==> src/hdl/i2carb_pkg.sv <==
// Shared types and codes for the I2C bus request arbiter.
// Used by every module of the block; depends on nothing.
`timescale 1ns / 1ps
`default_nettype none

package i2carb_pkg;

  localparam int CLIENT_W = 3;
  localparam int ADDR_W   = 10;
  localparam int COUNT_W  = 16;
  localparam int FLAGS_W  = 5;
  localparam int STATUS_W = 3;

  // result status codes
  localparam logic [STATUS_W-1:0] ST_ISSUED    = 3'd0;
  localparam logic [STATUS_W-1:0] ST_QUEUED    = 3'd1;
  localparam logic [STATUS_W-1:0] ST_DUP       = 3'd2;
  localparam logic [STATUS_W-1:0] ST_NOSTART   = 3'd3;
  localparam logic [STATUS_W-1:0] ST_NOHANDOFF = 3'd4;

  typedef struct packed {
    logic                mode;
    logic [CLIENT_W-1:0] client;
    logic [ADDR_W-1:0]   target_address;
    logic [COUNT_W-1:0]  transfer_count;
    logic                read_not_write;
    logic                has_start;
    logic                has_stop;
    logic [FLAGS_W-1:0]  event_flags;
  } in_item_t;

  typedef struct packed {
    logic [STATUS_W-1:0] status;
    logic [CLIENT_W-1:0] issue_client;
    logic [ADDR_W-1:0]   issue_address;
    logic [COUNT_W-1:0]  issue_count;
    logic                issue_read;
    logic                issue_start;
    logic                issue_stop;
    logic                reconfigure;
    logic                bus_idle;
  } out_item_t;

  // one stored client command
  typedef struct packed {
    logic [ADDR_W-1:0]  addr;
    logic [COUNT_W-1:0] count;
    logic               rd;
    logic               start;
    logic               stop;
  } req_rec_t;

  typedef enum logic [1:0] {
    CMD_REQ,
    CMD_EVENT,
    CMD_BADCLIENT
  } cmd_kind_t;

  // classified request travelling from front to back
  typedef struct packed {
    cmd_kind_t           kind;
    logic [CLIENT_W-1:0] client;
    req_rec_t            rec;
    logic                ev_hit;
  } cmd_t;

endpackage

`default_nettype wire

==> src/hdl/i2carb_front.sv <==
// Front end: takes input requests and classifies them into commands.
// Depends on i2carb_pkg.
`timescale 1ns / 1ps
`default_nettype none

module i2carb_front #(
  parameter int CLIENTS = 8
) (
  input  wire                  in_valid,
  output logic                 in_ready,
  input  i2carb_pkg::in_item_t in_data,
  output logic                 push_valid,
  input  wire                  push_ready,
  output i2carb_pkg::cmd_t     push_cmd
);
  import i2carb_pkg::*;

  logic bad_client;

  assign bad_client = 32'(in_data.client) >= CLIENTS;

  always_comb begin
    push_cmd.client    = in_data.client;
    push_cmd.rec.addr  = in_data.target_address;
    push_cmd.rec.count = in_data.transfer_count;
    push_cmd.rec.rd    = in_data.read_not_write;
    push_cmd.rec.start = in_data.has_start;
    push_cmd.rec.stop  = in_data.has_stop;
    push_cmd.ev_hit    = in_data.event_flags != '0;
    if (in_data.mode) begin
      push_cmd.kind = CMD_EVENT;
    end else if (bad_client) begin
      push_cmd.kind = CMD_BADCLIENT;
    end else begin
      push_cmd.kind = CMD_REQ;
    end
  end

  assign push_valid = in_valid;
  assign in_ready   = push_ready;

endmodule

`default_nettype wire

==> src/hdl/i2carb_cmdq.sv <==
// Two-entry command queue between front and back.
// Depends on i2carb_pkg.
`timescale 1ns / 1ps
`default_nettype none

module i2carb_cmdq (
  input  wire              clk,
  input  wire              rst_n,
  input  wire              push_valid,
  output logic             push_ready,
  input  i2carb_pkg::cmd_t push_cmd,
  output logic             pop_valid,
  input  wire              pop_ready,
  output i2carb_pkg::cmd_t pop_cmd
);
  import i2carb_pkg::*;

  cmd_t       slots_r [2];
  logic       wr_ptr_r;
  logic       rd_ptr_r;
  logic [1:0] cnt_r;
  logic       do_push;
  logic       do_pop;

  assign push_ready = cnt_r != 2'd2;
  assign pop_valid  = cnt_r != 2'd0;
  assign pop_cmd    = slots_r[rd_ptr_r];
  assign do_push    = push_valid && push_ready;
  assign do_pop     = pop_valid && pop_ready;

  always_ff @(posedge clk) begin
    if (do_push) begin
      slots_r[wr_ptr_r] <= push_cmd;
    end
    if (!rst_n) begin
      wr_ptr_r <= 1'b0;
      rd_ptr_r <= 1'b0;
      cnt_r    <= 2'd0;
    end else begin
      if (do_push) begin
        wr_ptr_r <= ~wr_ptr_r;
      end
      if (do_pop) begin
        rd_ptr_r <= ~rd_ptr_r;
      end
      if (do_push && !do_pop) begin
        cnt_r <= cnt_r + 2'd1;
      end else if (do_pop && !do_push) begin
        cnt_r <= cnt_r - 2'd1;
      end
    end
  end

endmodule

`default_nettype wire

==> src/hdl/i2carb_back.sv <==
// Back end: bus ownership, wait queue, stored commands and result register.
// Depends on i2carb_pkg.
`timescale 1ns / 1ps
`default_nettype none

module i2carb_back #(
  parameter int CLIENTS = 8
) (
  input  wire                   clk,
  input  wire                   rst_n,
  input  wire                   cmd_valid,
  output logic                  cmd_ready,
  input  i2carb_pkg::cmd_t      cmd,
  output logic                  out_valid,
  input  wire                   out_ready,
  output i2carb_pkg::out_item_t out_data
);
  import i2carb_pkg::*;

  localparam int IdxW  = (CLIENTS > 1) ? $clog2(CLIENTS) : 1;
  localparam int CntW  = $clog2(CLIENTS + 1);
  localparam int WideW = (IdxW > CLIENT_W) ? IdxW : CLIENT_W;

  typedef enum logic {
    S_RUN,
    S_EV_READ
  } state_t;

  state_t                state_r;
  state_t                state_nxt;
  logic                  owner_valid_r;
  logic                  owner_valid_nxt;
  logic [IdxW-1:0]       owner_id_r;
  logic [IdxW-1:0]       owner_id_nxt;
  logic                  cfg_valid_r;
  logic                  cfg_valid_nxt;
  logic [IdxW-1:0]       cfg_id_r;
  logic [IdxW-1:0]       cfg_id_nxt;
  logic [IdxW-1:0]       head_r;
  logic [IdxW-1:0]       head_nxt;
  logic [CntW-1:0]       fill_r;
  logic [CntW-1:0]       fill_nxt;
  logic [CLIENTS-1:0]    queued_r;
  logic [CLIENTS-1:0]    queued_nxt;
  logic [IdxW-1:0]       wait_fifo_r [CLIENTS];
  logic [CLIENTS-1:0]    stop_bits_r;
  logic [CLIENT_W-1:0]   pend_client_r;
  logic [CLIENT_W-1:0]   pend_client_nxt;
  logic                  pend_reconf_r;
  logic                  pend_reconf_nxt;
  logic                  out_valid_r;
  logic                  out_valid_nxt;
  out_item_t             out_r;
  out_item_t             out_nxt;

  req_rec_t              store_mem [CLIENTS];
  req_rec_t              rd_data_r;

  logic [WideW-1:0]      cli_wide;
  logic [IdxW-1:0]       idx;
  logic [IdxW-1:0]       next_cli;
  logic [WideW-1:0]      next_wide;
  logic [CntW:0]         tail_sum;
  logic [IdxW-1:0]       tail;
  logic [IdxW-1:0]       head_inc;
  logic                  slot_free;
  logic                  take;
  logic                  handoff;
  logic                  mem_wr;
  logic                  req_reconf;
  logic                  fifo_push;

  assign cli_wide  = WideW'(cmd.client);
  assign idx       = cli_wide[IdxW-1:0];
  assign next_cli  = wait_fifo_r[head_r];
  assign next_wide = WideW'(next_cli);
  assign tail_sum  = (CntW+1)'(head_r) + (CntW+1)'(fill_r);
  assign head_inc  = (head_r == IdxW'(CLIENTS - 1)) ? '0 : head_r + 1'b1;
  assign slot_free = !out_valid_r || out_ready;
  assign take      = (state_r == S_RUN) && cmd_valid && slot_free;
  assign cmd_ready = take;
  assign mem_wr    = take && (cmd.kind == CMD_REQ);
  assign handoff   = cmd.ev_hit && cfg_valid_r && stop_bits_r[cfg_id_r];
  assign req_reconf = !cfg_valid_r || (cfg_id_r != idx);

  always_comb begin
    if (tail_sum >= (CntW+1)'(CLIENTS)) begin
      tail = IdxW'(tail_sum - (CntW+1)'(CLIENTS));
    end else begin
      tail = tail_sum[IdxW-1:0];
    end
  end

  // command store: one write port, one registered read port
  always_ff @(posedge clk) begin
    if (mem_wr) begin
      store_mem[idx]   <= cmd.rec;
      stop_bits_r[idx] <= cmd.rec.stop;
    end
    rd_data_r <= store_mem[next_cli];
  end

  always_comb begin
    state_nxt       = state_r;
    owner_valid_nxt = owner_valid_r;
    owner_id_nxt    = owner_id_r;
    cfg_valid_nxt   = cfg_valid_r;
    cfg_id_nxt      = cfg_id_r;
    head_nxt        = head_r;
    fill_nxt        = fill_r;
    queued_nxt      = queued_r;
    pend_client_nxt = pend_client_r;
    pend_reconf_nxt = pend_reconf_r;
    out_valid_nxt   = out_valid_r && !out_ready;
    out_nxt         = out_r;
    fifo_push       = 1'b0;
    unique case (state_r)
      S_RUN: begin
        if (take) begin
          out_valid_nxt    = 1'b1;
          out_nxt          = '0;
          out_nxt.status   = ST_NOHANDOFF;
          out_nxt.bus_idle = !owner_valid_r;
          unique case (cmd.kind)
            CMD_REQ: begin
              priority if (queued_r[idx]) begin
                out_nxt.status = ST_DUP;
              end else if (!owner_valid_r && !cmd.rec.start) begin
                out_nxt.status = ST_NOSTART;
              end else if (!owner_valid_r || owner_id_r == idx) begin
                owner_valid_nxt       = 1'b1;
                owner_id_nxt          = idx;
                cfg_valid_nxt         = 1'b1;
                cfg_id_nxt            = idx;
                out_nxt.status        = ST_ISSUED;
                out_nxt.issue_client  = cmd.client;
                out_nxt.issue_address = cmd.rec.addr;
                out_nxt.issue_count   = cmd.rec.count;
                out_nxt.issue_read    = cmd.rec.rd;
                out_nxt.issue_start   = cmd.rec.start;
                out_nxt.issue_stop    = cmd.rec.stop;
                out_nxt.reconfigure   = req_reconf;
                out_nxt.bus_idle      = 1'b0;
              end else if (fill_r >= CntW'(CLIENTS)) begin
                out_nxt.status = ST_DUP;
              end else begin
                fifo_push       = 1'b1;
                fill_nxt        = fill_r + 1'b1;
                queued_nxt[idx] = 1'b1;
                out_nxt.status  = ST_QUEUED;
              end
            end
            CMD_EVENT: begin
              if (handoff && fill_r != '0) begin
                // result waits in S_EV_READ for the registered store read
                out_valid_nxt        = 1'b0;
                head_nxt             = head_inc;
                fill_nxt             = fill_r - 1'b1;
                queued_nxt[next_cli] = 1'b0;
                owner_valid_nxt      = 1'b1;
                owner_id_nxt         = next_cli;
                cfg_valid_nxt        = 1'b1;
                cfg_id_nxt           = next_cli;
                pend_client_nxt      = next_wide[CLIENT_W-1:0];
                pend_reconf_nxt      = cfg_id_r != next_cli;
                state_nxt            = S_EV_READ;
              end else if (handoff) begin
                owner_valid_nxt  = 1'b0;
                out_nxt.bus_idle = 1'b1;
              end
            end
            default: begin
              out_nxt.status = ST_NOSTART;
            end
          endcase
        end
      end
      S_EV_READ: begin
        if (slot_free) begin
          out_valid_nxt         = 1'b1;
          out_nxt.status        = ST_ISSUED;
          out_nxt.issue_client  = pend_client_r;
          out_nxt.issue_address = rd_data_r.addr;
          out_nxt.issue_count   = rd_data_r.count;
          out_nxt.issue_read    = rd_data_r.rd;
          out_nxt.issue_start   = rd_data_r.start;
          out_nxt.issue_stop    = rd_data_r.stop;
          out_nxt.reconfigure   = pend_reconf_r;
          out_nxt.bus_idle      = 1'b0;
          state_nxt             = S_RUN;
        end
      end
      default: begin
        state_nxt = S_RUN;
      end
    endcase
  end

  always_ff @(posedge clk) begin
    if (!rst_n) begin
      state_r       <= S_RUN;
      owner_valid_r <= 1'b0;
      owner_id_r    <= '0;
      cfg_valid_r   <= 1'b0;
      cfg_id_r      <= '0;
      head_r        <= '0;
      fill_r        <= '0;
      queued_r      <= '0;
      out_valid_r   <= 1'b0;
    end else begin
      state_r       <= state_nxt;
      owner_valid_r <= owner_valid_nxt;
      owner_id_r    <= owner_id_nxt;
      cfg_valid_r   <= cfg_valid_nxt;
      cfg_id_r      <= cfg_id_nxt;
      head_r        <= head_nxt;
      fill_r        <= fill_nxt;
      queued_r      <= queued_nxt;
      pend_client_r <= pend_client_nxt;
      pend_reconf_r <= pend_reconf_nxt;
      out_valid_r   <= out_valid_nxt;
      out_r         <= out_nxt;
      if (fifo_push) begin
        wait_fifo_r[tail] <= idx;
      end
    end
  end

  assign out_valid = out_valid_r;
  assign out_data  = out_r;

  // queue bookkeeping stays consistent with the membership bits
  a_fill_matches_bits: assert property (@(posedge clk) disable iff (!rst_n)
    $countones(queued_r) == 32'(fill_r))
    else $error("wait queue fill disagrees with queued bits");

  a_waiters_need_owner: assert property (@(posedge clk) disable iff (!rst_n)
    (fill_r != '0) |-> owner_valid_r)
    else $error("clients waiting while bus has no owner");

  a_owner_not_queued: assert property (@(posedge clk) disable iff (!rst_n)
    owner_valid_r |-> !queued_r[owner_id_r])
    else $error("bus owner is also in the wait queue");

  a_handoff_result_next: assert property (@(posedge clk) disable iff (!rst_n)
    (state_r == S_EV_READ && slot_free) |=> (out_valid_r && state_r == S_RUN))
    else $error("handoff result not delivered");

endmodule

`default_nettype wire

==> src/hdl/shared_i2c_bus_request_arbiter_top.sv <==
// Top level of the shared I2C bus request arbiter.
// Depends on i2carb_pkg, i2carb_front, i2carb_cmdq and i2carb_back.
`timescale 1ns / 1ps
`default_nettype none

// Shares one I2C master among up to CLIENTS clients. Each request on the
// in_ channel is either a client command (mode 0) or a bus completion event
// (mode 1); each request yields exactly one result on the out_ channel, in
// order. The front end classifies a request and drops it into a two-entry
// command queue; the back end owns all arbitration state (bus owner,
// configured client, FIFO of waiting clients, per-client stored command)
// and a single output register. A client command goes from the back end
// straight into the output register; an event that hands the bus to a
// waiting client also passes through S_EV_READ, because the waiter's
// stored command comes out of a memory with a registered read port. The
// command queue registers each request on its way to the back end, which
// takes the next command in the same cycle the previous result is taken,
// so with out_ready held high it sustains one request per cycle; a handoff
// event first holds S_EV_READ. No clearing pass is needed after reset.
module shared_i2c_bus_request_arbiter_top #(
  parameter int CLIENTS = 8
) (
  input  wire                   clk,
  input  wire                   rst_n,
  input  wire                   in_valid,
  output logic                  in_ready,
  input  i2carb_pkg::in_item_t  in_data,
  output logic                  out_valid,
  input  wire                   out_ready,
  output i2carb_pkg::out_item_t out_data
);
  import i2carb_pkg::*;

  // front -> queue
  logic push_valid;
  logic push_ready;
  cmd_t push_cmd;

  // queue -> back
  logic pop_valid;
  logic pop_ready;
  cmd_t pop_cmd;

  i2carb_front #(
    .CLIENTS(CLIENTS)
  ) u_front (
    .in_valid  (in_valid),
    .in_ready  (in_ready),
    .in_data   (in_data),
    .push_valid(push_valid),
    .push_ready(push_ready),
    .push_cmd  (push_cmd)
  );

  i2carb_cmdq u_cmdq (
    .clk       (clk),
    .rst_n     (rst_n),
    .push_valid(push_valid),
    .push_ready(push_ready),
    .push_cmd  (push_cmd),
    .pop_valid (pop_valid),
    .pop_ready (pop_ready),
    .pop_cmd   (pop_cmd)
  );

  i2carb_back #(
    .CLIENTS(CLIENTS)
  ) u_back (
    .clk      (clk),
    .rst_n    (rst_n),
    .cmd_valid(pop_valid),
    .cmd_ready(pop_ready),
    .cmd      (pop_cmd),
    .out_valid(out_valid),
    .out_ready(out_ready),
    .out_data (out_data)
  );

endmodule

`default_nettype wire
==> config.mk <==
export PLATFORM = sky130hd
export DESIGN_NAME = shared_i2c_bus_request_arbiter_top
export DESIGN_NICKNAME = d
export VERILOG_FILES = /design/src/hdl/i2carb_pkg.sv /design/src/hdl/i2carb_front.sv /design/src/hdl/i2carb_cmdq.sv /design/src/hdl/i2carb_back.sv /design/src/hdl/shared_i2c_bus_request_arbiter_top.sv
export SDC_FILE = /design/constraint.sdc
export NUM_CORES = 1
export LEC_CHECK = 0
export BUFFER_PORTS_ARGS = -buffer_cell sky130_fd_sc_hd__buf_4
export CORE_ASPECT_RATIO = 1.1
export CORE_MARGIN = 4
export CORE_UTILIZATION = 39
export DETAILED_ROUTE_END_ITERATION = 10
export PLACE_DENSITY_LB_ADDON = 0.08
export SLEW_MARGIN = 20
export SYNTH_ARGS = -nofsm -noshare
export SYNTH_HDL_FRONTEND = slang
export SYNTH_SLANG_ARGS = --single-unit
==> constraint.sdc <==
create_clock -name clk -period 4.9 [get_ports clk]
set_input_delay 0.98 -clock clk [delete_from_list [all_inputs] [get_ports clk]]
set_output_delay 0.98 -clock clk [all_outputs]
set_load 0.05 [all_outputs]
==> metrics.md <==
| Metric | Value |
|---|---|
| Crit Path Class | `reg -> reg` |
| Site Rows | `78` |
| Post-synth ARST share | `0%` |
| CTS sink count | `424` |
| Via count of the first global-routing pass | `10,119` |
| DRC violation count after routing | `0` |
| First DRT Iteration DRCs | `820` |
| Slew Limit Fails | `0` |
| Post-cts gate resize count | `0` |
| Port buffer count | `80` |
| Total Wirelength | `42.44 mm` |
| Overall Global Routing Usage | `18.52%` |
| Setup Fix Bufs, Post-CTS | `0` |
| Result of the run | `completed` |
| Data arrival time at the worst-slack endpoint | `3890 ps` |
| Synthesis-to-finish area growth | `17.78%` |
| Total of max-cap violations | `0` |
| Clock edge transition at the registers on the reported setup and hold paths | `60 ps` |
| Number of enable-type register cells in the synthesized netlist | `365` |
| Number of inserted filler cells in the final layout | `3,696` |
| Data required time at the worst endpoint | `5140 ps` |
| Minimum setup slack among reg-to-reg paths | `1250 ps` |
| CTS H-Tree Depth | `2` |
| Average wire length per cell after detail routing | `23.24 um` |
| Clock insertion delay at the later pin of the skew report | `580 ps` |
| Post-route cell area | `19,530 sq um` |
| Final core utilization | `46.86%` |
| Number of nets with antenna violations after routing | `0` |
| Die Y | `224.2 um` |
| Power density cells | `511.0 nW/um^2` |
| Hold-fix buffers, CTS | `0` |
| Buffer cell driving the clock tree root | `sky130_fd_sc_hd__clkbuf_16` |
| Die outline area | `45,880 sq um` |
| Vias | `9,892` |
| TritonCTS clock tree | `yes` |
| Worst setup slack before clock tree synthesis | `1174 ps` |
| Fin crit share | `74.46%` |
| Class of the tightest hold or removal check | `reg -> reg` |
| Number of detailed-routing iterations run before antenna repair | `7` |
| Worst vdd ir | `0.0002626 V` |
| I/O Pins | `81` |
| Share of the yosys chip area belonging to registers | `73.23%` |
| Setup tns final | `0 ps` |
| GP Congestion | `0.8391` |
| Most used flip-flop cell after synthesis | `sky130_fd_sc_hd__edfxtp_1` |
| Highest clock rate | `274.1 MHz` |
| Delay-heaviest family, CP | `simple AND/OR/NAND/NOR gates` |
| Count of distinct cell types in the synthesized netlist | `72` |
| Buffers & Inverters on Critical Path | `2` |
| Post-place instance area | `17,960 sq um` |
| Final setup margin | `1252 ps` |
| Post-layout nets | `1,279` |
| Setup Viol. Count Final | `0` |
| Fraction of layout instances using a drive strength above 1 | `20.62%` |
| Cell depth of the worst setup path | `6` |
| Die boundary width | `204.6 um` |
| Syn_area_per_cell | `14.70 sq um` |
| Yosys warning count | `0` |
| Mapped Area | `16,580 sq um` |
| Flip-flop and latch count after synthesis | `424` |
| Leakage power summed over all cells | `0.006597 uW` |
| CP Capture Type | `flop` |
| Synth Net Count | `1,178` |
| Cell count of the worst hold path | `1` |
| Vias/cell | `5.417` |
| Cell with the largest stage delay on the worst path | `sky130_fd_sc_hd__dfxtp_2` |
| Rel. slew slack | `38.43%` |
| Type of origin of the critical path | `flop` |
| Worst-path maximum fanout | `26` |
| Actual transition at the worst max-transition pin | `922.6 ps` |
| Setup repair after global routing missed its margin | `false` |
| Clock skew after layout | `17.05 ps` |
| Cts bufs inserted | `47` |
| Synthesized instance count | `1,128` |
| Delay of the slowest cell on the worst path | `840 ps` |
| Number of antenna violations at the first check in global routing | `0` |
| Final critical path time including I/O delays and setup | `3648 ps` |
| Antenna cell count | `0` |
| Cells along the critical path | `mux2i_2, inv_1, nor2_1, nand2_1, nor2_4, buf_4` |
| Initial standard-cell utilization of the core | `39.79%` |
| Largest net degree at the start of global routing | `49` |
| Longest Clk Path Bufs | `3` |
| Placeable Area | `41,670 sq um` |
| Post-detailed-placement half-perimeter wirelength | `25.40 mm` |
| First-pass GRT wire length | `64.00 mm` |
| Number of hold violations in the final report | `0` |
| Total congestion overflow | `0` |
| Depth of the worst register-to-register path | `6` |
## routing by layer
layer  vias up  wire (um)  GRT usage [%]
li1       4579          -              -
met5         -          0              0
met3        76       1515          2.596
met2       211      20600          30.98
met1      5026      18750          24.64
met4         0       1570          7.285
## state kept, by name (all words and copies together), names as in the netlist, 2 cells and up, named ones only
| signal | flops |
|---|---|
| u_back.owner_id_r | 3 |
| u_back.queued_r | 8 |
| u_back.wait_fifo_r | 24 |
| u_cmdq.slots_r | 68 |
| u_back.rd_data_r | 29 |
| u_back.fill_r | 4 |
| u_back.pend_client_r | 3 |
| u_back.store_mem | 225 |
| u_cmdq.cnt_r | 2 |
| u_back.head_r | 3 |
| u_back.out_data | 37 |
| u_back.stop_bits_r | 7 |
## layout by cell type (no fill, tap or decap), types with 6 or more instances in the layout
cell and count:
sky130_fd_sc_hd__xnor2_1 9, sky130_fd_sc_hd__clkbuf_1 11, sky130_fd_sc_hd__a221oi_1 35, sky130_fd_sc_hd__clkinv_2 7, sky130_fd_sc_hd__nand3_1 20, sky130_fd_sc_hd__edfxtp_1 365
sky130_fd_sc_hd__clkbuf_8 7, sky130_fd_sc_hd__nor3b_1 7, sky130_fd_sc_hd__a21oi_1 58, sky130_fd_sc_hd__dfxtp_1 57, sky130_fd_sc_hd__o21ai_0 16, sky130_fd_sc_hd__a32o_1 28
sky130_fd_sc_hd__inv_1 19, sky130_fd_sc_hd__o22ai_1 20, sky130_fd_sc_hd__mux2_2 32, sky130_fd_sc_hd__a22oi_1 17, sky130_fd_sc_hd__nor2_1 36, sky130_fd_sc_hd__ha_1 6
sky130_fd_sc_hd__nor3_1 11, sky130_fd_sc_hd__mux4_2 6, sky130_fd_sc_hd__a211oi_1 31, sky130_fd_sc_hd__buf_4 115, sky130_fd_sc_hd__clkbuf_16 49, sky130_fd_sc_hd__nand2_1 156
sky130_fd_sc_hd__nand2b_1 9, sky130_fd_sc_hd__nor2_4 10, sky130_fd_sc_hd__nor2b_1 10
## final timing paths
check | from | end
hold reg to reg | u_back.queued_r[1]$_SDFFE_PN0P_ | u_back.queued_r[1]$_SDFFE_PN0P_
setup reg to reg | flop | u_back.store_mem[0][27]$_DFFE_PP_
setup / recovery | flop | u_back.store_mem[0][27]$_DFFE_PP_
hold / removal | u_back.queued_r[1]$_SDFFE_PN0P_ | u_back.queued_r[1]$_SDFFE_PN0P_
## cells in the mapped netlist, types with 6 or more instances
library cell | instances | share of area, %
sky130_fd_sc_hd__a211oi_1 | 31 | 1.4
sky130_fd_sc_hd__a21oi_1 | 58 | 1.8
sky130_fd_sc_hd__a221oi_1 | 35 | 1.8
sky130_fd_sc_hd__a22oi_1 | 17 | 0.77
sky130_fd_sc_hd__a32o_1 | 28 | 1.7
sky130_fd_sc_hd__buf_2 | 28 | 0.85
sky130_fd_sc_hd__clkbuf_1 | 29 | 0.66
sky130_fd_sc_hd__dfxtp_1 | 59 | 7.1
sky130_fd_sc_hd__edfxtp_1 | 365 | 66
sky130_fd_sc_hd__ha_1 | 6 | 0.45
sky130_fd_sc_hd__inv_1 | 19 | 0.43
sky130_fd_sc_hd__mux2_2 | 32 | 2.2
sky130_fd_sc_hd__mux4_2 | 6 | 0.82
sky130_fd_sc_hd__nand2_1 | 156 | 3.5
sky130_fd_sc_hd__nand2b_1 | 9 | 0.34
sky130_fd_sc_hd__nand3_1 | 20 | 0.60
sky130_fd_sc_hd__nor2_1 | 46 | 1.0
sky130_fd_sc_hd__nor2b_1 | 10 | 0.38
sky130_fd_sc_hd__nor3_1 | 12 | 0.36
sky130_fd_sc_hd__nor3b_1 | 7 | 0.32
sky130_fd_sc_hd__o21ai_0 | 17 | 0.51
sky130_fd_sc_hd__o22ai_1 | 20 | 0.75
sky130_fd_sc_hd__xnor2_1 | 9 | 0.48
## stage by stage
step           instances  hold WS (ps)  power (uW)
5_1_grt             1826         479.4       10390
6_report            1826         475.7        9979
2_1_floorplan       1128         440.7        5854
4_1_cts             1826         472.7       10110
3_5_place_dp        1740         457.1        6538
3_3_place_gp        1739         447.3        6517
## report_power, final
part / internal (uW) / total (uW) / switching (uW)
combinational: 509 / 1740 / 1230
clock: 2140 / 3540 / 1400
sequential: 4530 / 4700 / 169
total: 7180 / 9980 / 2800
## cell type report
cell class | instances | area, sq um | area share (%)
tap | 560 | 700.7 | 3.588
timing repair buffer | 116 | 883.3 | 4.524
sequential | 424 | 12140 | 62.19
multi-input combinational | 617 | 4146 | 21.23
inverter | 23 | 86.33 | 0.4421
clock inverter | 19 | 202.7 | 1.038
clock buffer | 67 | 1364 | 6.984
## worst reg2reg max path, stage by stage, from the launching register on
cell and delay [ps]:
sky130_fd_sc_hd__dfxtp_2 840, sky130_fd_sc_hd__mux2i_2 610, sky130_fd_sc_hd__inv_1 370, sky130_fd_sc_hd__nor2_1 280, sky130_fd_sc_hd__nand2_1 280, sky130_fd_sc_hd__nor2_4 520, sky130_fd_sc_hd__buf_4 410
## cells by family (layout without fill, tap and decap cells)
logic type	count (synthesis)	after routing	share of synthesized area, %
DFF	424	424	73.23
and+or+nand+nor	294	294	8.196
AOI/OAI and AO/OA	254	254	11.13
buffers and inverters	87	225	2.249
muxes	47	47	3.758
xor gates and xnor gates	14	14	0.7396
adders and majority gates	8	8	0.6943
Note: power is estimated with default switching activity, not from simulation.
